$ cat src/rtl/core/shd_pkg.sv
// Package for the shift-history button debouncer.
// Holds sizes, register indexes and shared types; no dependencies.
`timescale 1ns / 1ps

package shd_pkg;

    // Buttons kept in state, and the width of every per-button field.
    localparam int BUTTON_COUNT = 8;
    localparam int FIELD_WIDTH  = 8;
    // Lanes actually built: a button beyond the field width is never scanned.
    localparam int LANE_COUNT   = (BUTTON_COUNT < FIELD_WIDTH) ? BUTTON_COUNT : FIELD_WIDTH;

    localparam int HIST_WIDTH   = 8;
    localparam int COUNT_WIDTH  = 4;
    localparam int CFG_WIDTH    = 8;
    localparam int INDEX_WIDTH  = 3;

    // Stream payload widths, padded to whole bytes.
    localparam int IN_BITS      = FIELD_WIDTH;
    localparam int IN_WIDTH     = ((IN_BITS + 7) / 8) * 8;
    localparam int OUT_BITS     = 4 * FIELD_WIDTH + 1;
    localparam int OUT_WIDTH    = ((OUT_BITS + 7) / 8) * 8;

    // Configuration register indexes.
    typedef enum logic [INDEX_WIDTH-1:0] {
        REG_BOUNCE_MASK     = 3'd0,
        REG_UP_PATTERN      = 3'd1,
        REG_DOWN_PATTERN    = 3'd2,
        REG_PRESS_PATTERN   = 3'd3,
        REG_RELEASE_PATTERN = 3'd4,
        REG_ACTIVE_COUNT    = 3'd5
    } reg_index_t;

    // Reset values of the configuration registers.
    localparam logic [HIST_WIDTH-1:0]  BOUNCE_MASK_RST     = 8'd199;
    localparam logic [HIST_WIDTH-1:0]  UP_PATTERN_RST      = 8'd0;
    localparam logic [HIST_WIDTH-1:0]  DOWN_PATTERN_RST    = 8'd255;
    localparam logic [HIST_WIDTH-1:0]  PRESS_PATTERN_RST   = 8'd7;
    localparam logic [HIST_WIDTH-1:0]  RELEASE_PATTERN_RST = 8'd192;
    localparam logic [COUNT_WIDTH-1:0] ACTIVE_COUNT_RST    = 4'd8;

    // Pattern settings shared by every lane.
    typedef struct packed {
        logic [HIST_WIDTH-1:0] bounce_mask;
        logic [HIST_WIDTH-1:0] up_pattern;
        logic [HIST_WIDTH-1:0] down_pattern;
        logic [HIST_WIDTH-1:0] press_pattern;
        logic [HIST_WIDTH-1:0] release_pattern;
    } pattern_cfg_t;

    // Flags one lane reports for one poll tick.
    typedef struct packed {
        logic down;
        logic up;
        logic press;
        logic release_edge;
    } lane_flags_t;

    // One result item.
    typedef struct packed {
        logic                   any_down;
        logic [FIELD_WIDTH-1:0] release_flags;
        logic [FIELD_WIDTH-1:0] press_flags;
        logic [FIELD_WIDTH-1:0] up_flags;
        logic [FIELD_WIDTH-1:0] down_flags;
    } result_t;

endpackage

$ cat src/rtl/core/shd_lane.sv
// One debouncer lane: the shift history of a single button and its edge tests.
// Depends on shd_pkg for the pattern and flag types.
`timescale 1ns / 1ps

module shd_lane (
    input  logic                 clk,
    input  logic                 rst_n,
    input  logic                 advance,    // a poll request is accepted this cycle
    input  logic                 active,     // this button is scanned
    input  logic                 raw_sample,
    input  shd_pkg::pattern_cfg_t cfg,
    output shd_pkg::lane_flags_t flags
);

    logic [shd_pkg::HIST_WIDTH-1:0] history_reg;
    logic [shd_pkg::HIST_WIDTH-1:0] history_next;
    logic [shd_pkg::HIST_WIDTH-1:0] shifted;
    logic [shd_pkg::HIST_WIDTH-1:0] after_press;
    logic                           press_hit;
    logic                           release_hit;

    // Shift in the sample, then the press test, then the release test on the
    // possibly rewritten history.
    always_comb
    begin
        shifted      = {history_reg[shd_pkg::HIST_WIDTH-2:0], raw_sample};
        press_hit    = ((shifted & cfg.bounce_mask) == cfg.press_pattern);
        after_press  = press_hit ? cfg.down_pattern : shifted;
        release_hit  = ((after_press & cfg.bounce_mask) == cfg.release_pattern);
        history_next = release_hit ? cfg.up_pattern : after_press;
    end

    // Flags are zero for a button outside the scanned range.
    always_comb
    begin
        flags.down         = active && (history_next == cfg.down_pattern);
        flags.up           = active && (history_next == cfg.up_pattern);
        flags.press        = active && press_hit;
        flags.release_edge = active && release_hit;
    end

    // The history moves only for a scanned button on an accepted tick.
    always_ff @(posedge clk or negedge rst_n)
    begin
        if (!rst_n)
        begin
            history_reg <= '0;
        end
        else if (advance && active)
        begin
            history_reg <= history_next;
        end
    end

endmodule

$ cat src/rtl/core/shd_merge.sv
// Merging stage: gathers the lane flags into one result and buffers it.
// Depends on shd_pkg; an output register plus a skid register decouple the sides.
`timescale 1ns / 1ps

module shd_merge (
    input  logic                 clk,
    input  logic                 rst_n,
    input  logic                 push,       // a poll request is accepted this cycle
    input  shd_pkg::lane_flags_t lane_flags [shd_pkg::LANE_COUNT],
    output logic                 space,      // the buffer can take one more result
    output logic                 out_valid,
    input  logic                 out_ready,
    output shd_pkg::result_t     out_result
);

    shd_pkg::result_t merged;
    shd_pkg::result_t out_data_reg;
    shd_pkg::result_t skid_data_reg;
    logic             out_valid_reg;
    logic             skid_valid_reg;
    logic             pop;

    // Combine the lanes; fields above the lane count stay zero.
    always_comb
    begin
        merged = '0;
        for (int i = 0; i < shd_pkg::LANE_COUNT; i++)
        begin
            merged.down_flags[i]    = lane_flags[i].down;
            merged.up_flags[i]      = lane_flags[i].up;
            merged.press_flags[i]   = lane_flags[i].press;
            merged.release_flags[i] = lane_flags[i].release_edge;
        end
        merged.any_down = |merged.down_flags;
    end

    assign pop        = out_valid_reg && out_ready;
    assign space      = !skid_valid_reg;
    assign out_valid  = out_valid_reg;
    assign out_result = out_data_reg;

    // Valid bits of the output and skid registers.
    always_ff @(posedge clk or negedge rst_n)
    begin
        if (!rst_n)
        begin
            out_valid_reg  <= 1'b0;
            skid_valid_reg <= 1'b0;
        end
        else if (pop && skid_valid_reg)
        begin
            skid_valid_reg <= 1'b0;
        end
        else if (pop || !out_valid_reg)
        begin
            out_valid_reg <= push;
        end
        else if (push)
        begin
            skid_valid_reg <= 1'b1;
        end
    end

    // Result payload moves without reset.
    always_ff @(posedge clk)
    begin
        if (pop && skid_valid_reg)
        begin
            out_data_reg <= skid_data_reg;
        end
        else if (pop || !out_valid_reg)
        begin
            if (push)
            begin
                out_data_reg <= merged;
            end
        end
        else if (push)
        begin
            skid_data_reg <= merged;
        end
    end

endmodule

$ cat src/rtl/core/shift_history_button_debouncer_top.sv
// Top level of the shift-history button debouncer.
// Depends on shd_pkg, shd_lane and shd_merge.
//
//  Channel   Signals                    Direction  Payload
//  poll in   s_tvalid/s_tready/s_tdata  slave      raw_samples
//  result    m_tvalid/m_tready/m_tdata  master     down, up, press, release, any_down
//  config    cfg_we/cfg_index/cfg_data  write      six pattern and count registers
//
// One poll request is taken every cycle while the buffer has space; all button lanes update
// in parallel and the result is registered in the output register, or in the skid register.
// The output register and a skid register hold up to two results, so a stalled
// master blocks the slave side only once both are full.
// Reset clears every button history and loads the default patterns; no clearing pass.
`timescale 1ns / 1ps

module shift_history_button_debouncer_top (
    input  logic                                clk,
    input  logic                                rst_n,
    // Poll tick: [7:0] raw_samples
    input  logic                                s_tvalid,
    output logic                                s_tready,
    input  logic [shd_pkg::IN_WIDTH-1:0]        s_tdata,
    // Result: [7:0] down_flags, [15:8] up_flags, [23:16] press_flags,
    // [31:24] release_flags, [32] any_down, [39:33] zero
    output logic                                m_tvalid,
    input  logic                                m_tready,
    output logic [shd_pkg::OUT_WIDTH-1:0]       m_tdata,
    // Register writes
    input  logic                                cfg_we,
    input  logic [shd_pkg::INDEX_WIDTH-1:0]     cfg_index,
    input  logic [shd_pkg::CFG_WIDTH-1:0]       cfg_data
);

    shd_pkg::pattern_cfg_t              cfg_reg;
    logic [shd_pkg::COUNT_WIDTH-1:0]    active_count_reg;
    shd_pkg::lane_flags_t               lane_flags [shd_pkg::LANE_COUNT];
    shd_pkg::result_t                   result;
    logic [shd_pkg::FIELD_WIDTH-1:0]    raw_samples;
    logic                               accept;
    logic                               space;

    assign raw_samples = s_tdata[shd_pkg::FIELD_WIDTH-1:0];
    assign s_tready    = space;
    assign accept      = s_tvalid && space;

    // Configuration registers; an unknown index is ignored.
    always_ff @(posedge clk or negedge rst_n)
    begin
        if (!rst_n)
        begin
            cfg_reg.bounce_mask     <= shd_pkg::BOUNCE_MASK_RST;
            cfg_reg.up_pattern      <= shd_pkg::UP_PATTERN_RST;
            cfg_reg.down_pattern    <= shd_pkg::DOWN_PATTERN_RST;
            cfg_reg.press_pattern   <= shd_pkg::PRESS_PATTERN_RST;
            cfg_reg.release_pattern <= shd_pkg::RELEASE_PATTERN_RST;
            active_count_reg        <= shd_pkg::ACTIVE_COUNT_RST;
        end
        else if (cfg_we)
        begin
            case (cfg_index)
                shd_pkg::REG_BOUNCE_MASK:     cfg_reg.bounce_mask     <= cfg_data;
                shd_pkg::REG_UP_PATTERN:      cfg_reg.up_pattern      <= cfg_data;
                shd_pkg::REG_DOWN_PATTERN:    cfg_reg.down_pattern    <= cfg_data;
                shd_pkg::REG_PRESS_PATTERN:   cfg_reg.press_pattern   <= cfg_data;
                shd_pkg::REG_RELEASE_PATTERN: cfg_reg.release_pattern <= cfg_data;
                shd_pkg::REG_ACTIVE_COUNT:
                begin
                    active_count_reg <= cfg_data[shd_pkg::COUNT_WIDTH-1:0];
                end
                default:
                begin
                end
            endcase
        end
    end

    // One lane per button; a lane is scanned when its index is below the count,
    // which also saturates the count at the number of lanes.
    for (genvar g = 0; g < shd_pkg::LANE_COUNT; g++)
    begin : g_lane
        shd_lane u_lane (
            .clk        (clk),
            .rst_n      (rst_n),
            .advance    (accept),
            .active     (shd_pkg::COUNT_WIDTH'(g) < active_count_reg),
            .raw_sample (raw_samples[g]),
            .cfg        (cfg_reg),
            .flags      (lane_flags[g])
        );
    end

    // Merge lane flags and buffer the result.
    shd_merge u_merge (
        .clk        (clk),
        .rst_n      (rst_n),
        .push       (accept),
        .lane_flags (lane_flags),
        .space      (space),
        .out_valid  (m_tvalid),
        .out_ready  (m_tready),
        .out_result (result)
    );

    // Pack the result, first field in the lowest bits.
    always_comb
    begin
        m_tdata = '0;
        m_tdata[shd_pkg::OUT_BITS-1:0] = {result.any_down, result.release_flags,
                                          result.press_flags, result.up_flags,
                                          result.down_flags};
    end

endmodule

$ cat config.mk
export PLATFORM = sky130hd
export DESIGN_NAME = shift_history_button_debouncer_top
export DESIGN_NICKNAME = d
export VERILOG_FILES = /design/src/rtl/core/shd_pkg.sv /design/src/rtl/core/shd_lane.sv /design/src/rtl/core/shd_merge.sv /design/src/rtl/core/shift_history_button_debouncer_top.sv
export SDC_FILE = /design/constraint.sdc
export NUM_CORES = 1
export LEC_CHECK = 0
export BUFFER_PORTS_ARGS = -buffer_cell sky130_fd_sc_hd__buf_2
export CORE_MARGIN = 2
export CORE_UTILIZATION = 35
export CTS_CLUSTER_SIZE = 28
export DETAILED_ROUTE_END_ITERATION = 8
export PLACE_DENSITY = 0.59
export SLEW_MARGIN = 20
export SYNTH_ARGS = -nofsm -noshare
export SYNTH_HDL_FRONTEND = slang
export SYNTH_HIERARCHICAL = 1
export SYNTH_SLANG_ARGS = --single-unit
export TNS_END_PERCENT = 10
$ cat constraint.sdc
create_clock -name clk -period 7.2 [get_ports clk]
set_input_delay 0.72 -clock clk [delete_from_list [all_inputs] [get_ports clk]]
set_output_delay 0.72 -clock clk [all_outputs]
set_load 0.005 [all_outputs]
After elaboration in Yosys (flattened, before gate mapping)
Cells that the tools add are included.
{ "totals": {"latchBits": 0, "mem_bits_ro": 0, "regBits": 168, "input_bits": 24, "mem_count": 0, "ramBits": 0, "out_inout_bits": 42, "wordCells": 172} }
{ "classes": {"n_shift": 0, "n_eq_ne": 38, "n_div": 0, "magnitude_cmp": 8, "bitwise": 18, "reduce_logical": 60, "n_mux": 22, "n_addsub": 0, "multipliers": 0} }
{ "ops": {"columns": ["operator", "count"], "rows": [
  ["$eq 8x8->1", 32],
  ["$and 8x8->8", 16],
  ["$mux 8", 16],
  ["$mux 33", 3],
  ["$logic_and 1x1->1", 43],
  ["$reduce_and 2->1", 9],
  ["$lt 3x4->1 const A", 4],
  ["$lt 1x4->1 const A", 2],
  ["$lt 2x4->1 const A", 2],
  ["$reduce_or 8->1", 1],
  ["$eq 3x2->1 const B", 2],
  ["$eq 3x3->1 const B", 2],
  ["$reduce_bool 2->1", 2],
  ["$eq 3x1->1 const B", 1],
  ["$logic_not 3->1", 1],
  ["$mux 1", 3],
  ["$reduce_and 3->1", 1],
  ["$logic_not 1->1", 2],
  ["$ne 2x1->1 const B", 1],
  ["$not 1->1", 2],
  ["$logic_or 1x1->1", 1]
]} }

Depth between registers and ports, before layout
Gate-level depths: netlist of the first run.
{ "depth": {"ltp_word": 12, "depth_mapped": 13} }

Modules after synthesis
The synthesis of the first run kept the hierarchy.
{ "by_module_without_submodules": {"columns": ["mod", "seq_area_each_um2", "instances", "cells_per_inst", "area_per_inst_um2"], "rows": [
  ["shd_lane", 175.2, 8, 161, 1202.4],
  ["shd_merge", 2031.9, 1, 117, 2628.8],
  ["shift_history_button_debouncer_top", 1124.8, 1, 114, 1834.3]
]} }

Worst setup path after synthesis of the first run
No wires, ideal clock.
{ "synth_path": {"path_kind": "register -> register", "startpoint": "reg cfg_reg[38] (netlist bit)", "endpoint": "reg u_merge.out_data_reg (netlist bit u_merge/out_result[32]), data pin", "required_time_ps": 6928, "setup_time_ps": 272, "path_slack_ps": 3085, "path_stages_with_launch": 14, "t_arrival_ps": 3843, "n_path_buf": 2, "cell_sequence": "dfstp_2 > and3_1 > o22ai_1 > or4_1 > buf_2 > or4_4 > o211a_1 > buf_6 > o31a_1 > or3_1 > and4b_1 > and4_1 > nor4_1 > a31oi_1"} }
{ "synth_lines": {"columns": ["item", "line_no", "text"], "rows": [
  ["start, declared", "shift_history_button_debouncer_top.sv:34", "shd_pkg::pattern_cfg_t cfg_reg;"],
  ["end signal, assigned", "shd_merge.sv:69", "out_data_reg <= skid_data_reg;"],
  ["end signal, assigned", "shd_merge.sv:75", "out_data_reg <= merged;"],
  ["end, declared", "shd_merge.sv:17", "shd_pkg::result_t out_data_reg;"]
]} }

==> summary.txt, run 1 <==
GRT
  – Largest net degree at the start of global routing: 58
  – Grt ovf: 0
  – First-pass GRT wire length: 71700 um
  – Vias in the first global route: 12084
  – Gr usage total: 0.223
  – Initial antenna violation count: 0

STA
  – Count of final setup violators: 0
  – Final hold slack: 0.340 ns
  – Final clock skew: 0.0101 ns
  – Setup TNS: 0 ns
  – Period utilization: 0.720
  – Pins Over Slew Limit: 0
  – RSZ-0062 raised after global routing: false
  – Fmax: 0.193 GHz
  – Final hold violation count: 0
  – Worst slew pin tran: 0.972 ns
  – Minimum clock period: 5.18 ns
  – Max transition margin: 0.352

Logic synthesis
  – Mapped Area: 14100 um2
  – Ys async rst share: 0.607
  – Post-Synthesis Cells: 1519
  – Post-synth EDFFs: 66
  – Register bit count reported by yosys: 168
  – Syn avg cell area: 9.27 um2
  – Register area share after synthesis: 0.324
  – Synth Flop Type: dfrtp_1
  – Synth cell types: 56
  – Yosys Warn Count: 6

CTS
  – Clock tree buffer depth: 2
  – Later-pin clock latency in the skew report: 0.46 ns
  – Clk sink count: 168
  – Resized Gates After CTS: 0
  – Post-CTS setup buffer count: 0
  – Num CTS Buffers: 17
  – # H-tree levels: 4
  – Root Driver: clkbuf_16
  – CTS clk-pin slew, worst paths: 0.07 ns
  – Cts hold-fix bufs: 0
  – CTS tree: yes

Final layout
  – Largest register FFs: 56
  – Layout fillers: 3981
  – Share of cells above drive strength 1: 0.184
  – Multi-input logic area: 9230 um2
  – Register area: 4560 um2
  – P&R area growth vs syn: 10.5%
  – Most frequent cells in the layout: 201 x nand2_1, 97 x a21oi_1, 96 x mux2_2
  – Most common cell after layout, fill and taps aside: nand2_1
  – Layout Nets: 1606
  – Design area: 15600 um2
  – Ant diodes: 0

Worst setup path
  – Worst path cell trace: buf_4 -> and3_1 -> o22ai_1 -> or4_1 -> or4_4 -> o211a_1 -> nor3_4 -> mux2i_1 -> xor2_1 -> and4_1 -> nor4_1 -> a31oi_1
  – Max incr delay on CP: 0.90 ns
  – Worst path required time: 7.37 ns
  – Setup CP Type: reg -> reg
  – FF-to-FF path depth: 12
  – Worst path slowest cell: dfrtp_1
  – Worst-path maximum fanout: 27
  – WP data arrival: 5.36 ns
  – Crit path buf inv count: 1
  – Worst R2R End: u_merge/out_result[32]
  – Worst r2r src: cfg_reg[35]
  – Crit path launch type: flip-flop
  – Crit path max-delay family: simple AND/OR/NAND/NOR gates
  – Reg-to-reg setup timing slack: 2.02 ns
  – CP Capture Type: flip-flop

Detailed routing
  – WL/cell: 22.0 um
  – Via density: 6.05
  – Initial drt markers: 1517
  – DR vias: 12823
  – Final ANT Viol Nets: 0
  – Drt drc: 0
  – WL final: 46700 um
  – Drt pass-1 iters: 6

Power
  – Pleak: 0.00631 uW
  – Peak supply drop: 0.147 mV
  – P per Cell Area: 359 nW/um2

Placement
  – HPWL Detailed: 30800 um
  – GPL Wtd Cong: 0.892
  – # port buffers: 58
  – Area after DPL: 15000 um2

Hold path
  – HP Class: in -> async

Floorplan
  – Io pins: 66
  – Num rows: 73
  – Initial Util: 0.354
  – Die X-Extent: 205 um
  – Die area: 41900 um2
  – Die Y: 205 um
  – Total core area: 39700 um2

Outcome
  – Run status: finished clean

Job
  – Max-Cap Viols: 0
how the worst max path moves through the flow:
stage | start | endpoint | slack, ns | cells after the start
finish | cfg_reg[35] | u_merge/out_result[32] | 2.02 | 12
global route | cfg_reg[37] | u_merge/out_result[32] | 1.76 | 12
CTS | cfg_reg[35] | u_merge/out_result[32] | 2.11 | 12
detailed placement | cfg_reg[35] | u_merge/out_result[32] | 2.11 | 12
global placement | cfg_reg[35] | u_merge/out_result[32] | 2.10 | 12
floorplan | cfg_reg[38] | u_merge/out_result[32] | 3.09 | 13
cells by family after synthesis:
logic type             count (synthesis)  share of synthesized area
buffers and inverters                 55                     0.0234
AND/OR/NAND/NOR                      602                      0.236
multiplexers                         188                      0.152
other                                  1                   0.000266
flip-flops                           168                      0.324
AO/OA/AOI/OAI                        353                      0.170
XOR/XNOR                             152                     0.0945
per-layer routing:
| metal | part of all wire | track usage | routed length, um |
|---|---|---|---|
| met5 | 0 | 0 | 0 |
| met4 | 0.027 | 0.0802 | 1260 |
| met3 | 0.085 | 0.0410 | 3950 |
| met2 | 0.44 | 0.344 | 20600 |
| met1 | 0.45 | 0.309 | 20900 |
synth_stat cells (all sizes together), types with 18 or more instances:
cell	count	area, um2
nand2	201	754
mux2	124	1500
a21oi	98	490
nor2	88	330
xor2	88	771
dfrtp	83	2080
and3	80	500
edfxtp	66	1980
mux2i	64	641
xnor2	64	561
o21ai	57	285
and2	49	307
o22ai	48	300
nor4	42	263
buf	37	262
and4	24	210
nor3	24	210
o2111ai	24	210
o32ai	24	210
dfstp	19	499
nand2b	18	113
or3	18	113
where the power goes:
| group | internal (uW) | switching [uW] |
|---|---|---|
| combinational | 1130 | 1500 |
| sequential | 1360 | 644 |
| clock | 516 | 441 |
| total | 3000 | 2580 |
stage by stage:
stage          total power [uW]  worst slack, ns  utilization  cells
2_1_floorplan              3690             3.09            -   1525
3_3_place_gp               4530             2.10        0.377   2088
3_5_place_dp               4580             2.11        0.377   2088
4_1_cts                    5550             2.11        0.392   2120
5_1_grt                    5940             1.76        0.392   2120
6_report                   5580             2.02        0.392   2120
area by class of cell:
type,instances,area share
inverters,10,0.00241
clock inverters,13,0.00844
clock buffers,19,0.0298
flip-flops and latches,168,0.293
multi-input cells,1302,0.593
repair buffers,83,0.0309
well taps,525,0.0422
No activity file was read; power rests on OpenSTA's default activity.
==> run 2: changes to the inputs <==
==> constraint.sdc (replaced) <==
create_clock -name clk -period 5.1 [get_ports clk]
set_input_delay 0.51 -clock clk [delete_from_list [all_inputs] [get_ports clk]]
set_output_delay 0.51 -clock clk [all_outputs]
set_load 0.005 [all_outputs]
==> summary.txt, run 2 (same netlist as run 1, synthesis figures left out) <==
Outcome
  – Run status: finished clean

GRT
  – Grt ovf: 0 (unchanged)
  – Largest net degree at the start of global routing: 75 (+29%)
  – Initial antenna violation count: 0 (unchanged)
  – Gr usage total: 0.224 (+0.000943)
  – First-pass GRT wire length: 71800 um (+0.22%)
  – Vias in the first global route: 12003 (-0.67%)

Job
  – Max-Cap Viols: 0 (unchanged)

STA
  – Count of final setup violators: 0 (unchanged)
  – Period utilization: 0.940 (+0.220)
  – RSZ-0062 raised after global routing: false
  – Final hold violation count: 0 (unchanged)
  – Setup TNS: 0 ns (unchanged)
  – Max transition margin: 0.363 (+0.0115)
  – Pins Over Slew Limit: 0 (unchanged)
  – Fmax: 0.209 GHz (+8.1%)
  – Minimum clock period: 4.80 ns (-0.389 ns)
  – Final clock skew: 0.00987 ns (-0.000267 ns)
  – Worst slew pin tran: 0.955 ns (-0.0172 ns)

Floorplan
  – Total core area: 39700 um2 (unchanged)
  – Die Y: 205 um (unchanged)
  – Die area: 41900 um2 (unchanged)
  – Num rows: 73 (unchanged)
  – Initial Util: 0.354 (unchanged)
  – Die X-Extent: 205 um (unchanged)
  – Io pins: 66 (unchanged)

Detailed routing
  – DR vias: 12937 (+0.89%)
  – WL/cell: 21.7 um (-1.3%)
  – WL final: 46800 um (+0.16%)
  – Drt pass-1 iters: 6 (unchanged)
  – Via density: 6.01 (-0.61%)
  – Initial drt markers: 1441 (-5.0%)
  – Final ANT Viol Nets: 0 (unchanged)
  – Drt drc: 0 (unchanged)

CTS
  – CTS clk-pin slew, worst paths: 0.07 ns (about the same)
  – Cts hold-fix bufs: 0 (unchanged)
  – CTS tree: yes
  – Later-pin clock latency in the skew report: 0.46 ns (about the same)
  – Num CTS Buffers: 17 (unchanged)
  – Post-CTS setup buffer count: 0 (unchanged)
  – # H-tree levels: 4 (unchanged)
  – Resized Gates After CTS: 0 (unchanged)
  – Root Driver: clkbuf_16
  – Clock tree buffer depth: 2 (unchanged)
  – Clk sink count: 168 (unchanged)

Power
  – Pleak: 0.00645 uW (+2.3%)
  – P_int: 4270 uW (+42%)
  – Logic pwr share: 0.472 (+0.002)
  – P per Cell Area: 501 nW/um2 (+40%)
  – Seq pwr share: 0.362 (+0.003)
  – Peak supply drop: 0.223 mV (+52%)
  – Clock share of power: 0.166 (-0.006)
  – Switch share: 0.461 (-0.00132)
  – Switching pwr: 3650 uW (+41%)

Worst setup path
  – Worst R2R End: u_merge/out_result[32]
  – Setup CP Type: reg -> reg
  – Worst path cell trace: and3_1 -> o22ai_1 -> or4_1 -> and4_1 -> a221oi_2 -> nor4_1 -> or3_1 -> and4b_1 -> and4_1 -> nor4_1 -> a31oi_1
  – Worst path required time: 5.27 ns (-2.10 ns)
  – Worst r2r src: cfg_reg[38]
  – Max incr delay on CP: 0.86 ns (-0.04 ns)
  – Crit path buf inv count: 0 (-1)
  – Worst path slowest cell: dfstp_2
  – CP Capture Type: flip-flop
  – Crit path max-delay family: simple AND/OR/NAND/NOR gates
  – Crit path launch type: flip-flop
  – Worst-path maximum fanout: 24 (-11%)
  – FF-to-FF path depth: 11 (-1)
  – WP data arrival: 4.96 ns (-0.40 ns)
  – Reg-to-reg setup timing slack: 0.30 ns (-1.71 ns)

Final layout
  – Final core area utilization: 0.398 (+0.00605)
  – Share of cells above drive strength 1: 0.201 (+0.0167)
  – Ant diodes: 0 (unchanged)
  – Layout Nets: 1638 (+2.0%)
  – Layout fillers: 3965 (-0.40%)
  – Largest register FFs: 56 (unchanged)
  – P&R area growth vs syn: 12.2%
  – Most common cell after layout, fill and taps aside: nand2_1
  – Most frequent cells in the layout: 201 x nand2_1, 97 x a21oi_1, 96 x mux2_2

Placement
  – # port buffers: 58 (unchanged)
  – HPWL Detailed: 31300 um (+1.7%)
  – GPL Wtd Cong: 0.893 (+0.16%)

Hold path
  – HP Class: in -> async
-- run 2: area by class of cell --
class | instances | area, um2 | share of cell area
flip-flops and latches | 168 | 4560 | 0.289
multi-input cells | 1302 | 9230 | 0.584
clock inverters | 14 | 139 | 0.00879
well taps | 525 | 657 | 0.0416
clock buffers | 18 | 439 | 0.0278
repair buffers | 115 | 737 | 0.0466
inverters | 10 | 37.5 | 0.00238
-- run 2: power groups by stage --
stage / Sequential (uW) / Clock [uW] / Combinational (uW)
floorplan: 2570 / 0 / 2640
global placement: 2840 / 0 / 3620
detailed placement: 2850 / 0 / 3670
CTS: 2830 / 1350 / 3690
global route: 2920 / 1410 / 4130
finish: 2860 / 1320 / 3740
-- run 2: worst max-delay path by stage --
stage / end / startpoint / slack, ns / cells past startpoint
4_1_cts: u_merge/out_result[32] / cfg_reg[38] / 0.36 / 11
6_report: u_merge/out_result[32] / cfg_reg[38] / 0.30 / 11
2_1_floorplan: u_merge/out_result[32] / cfg_reg[38] / 0.99 / 13
3_3_place_gp: u_merge/out_result[32] / cfg_reg[32] / 0.46 / 11
3_5_place_dp: u_merge/out_result[32] / cfg_reg[38] / 0.36 / 11
5_1_grt: u_merge/out_result[32] / cfg_reg[32] / 0.1 / 12
-- run 2: worst reg2reg max path: cells and delay by family (launching register included) --
kind,cells,cell delay (ns)
flops,1,0.86
simple gates,8,2.75
compound gates,3,0.89
-- run 2: through the flow --
step	worst slack, ns	std cells	hold WS (ns)	area [um2]	power (uW)
2_1_floorplan	0.985	1525	0.214	14100	5210
3_3_place_gp	0.462	2120	0.490	15200	6460
3_5_place_dp	0.363	2120	0.496	15200	6530
4_1_cts	0.360	2152	0.273	15800	7870
5_1_grt	0.0992	2152	0.156	15800	8460
6_report	0.305	2152	0.108	15800	7920
-- run 2: layer usage --
metal  track usage  vias up  share of wire
met4        0.0725        0          0.028
met3        0.0406       83          0.079
li1              -     5999              -
met1         0.313     6267           0.45
met5             0        -              0
met2         0.347      588           0.44
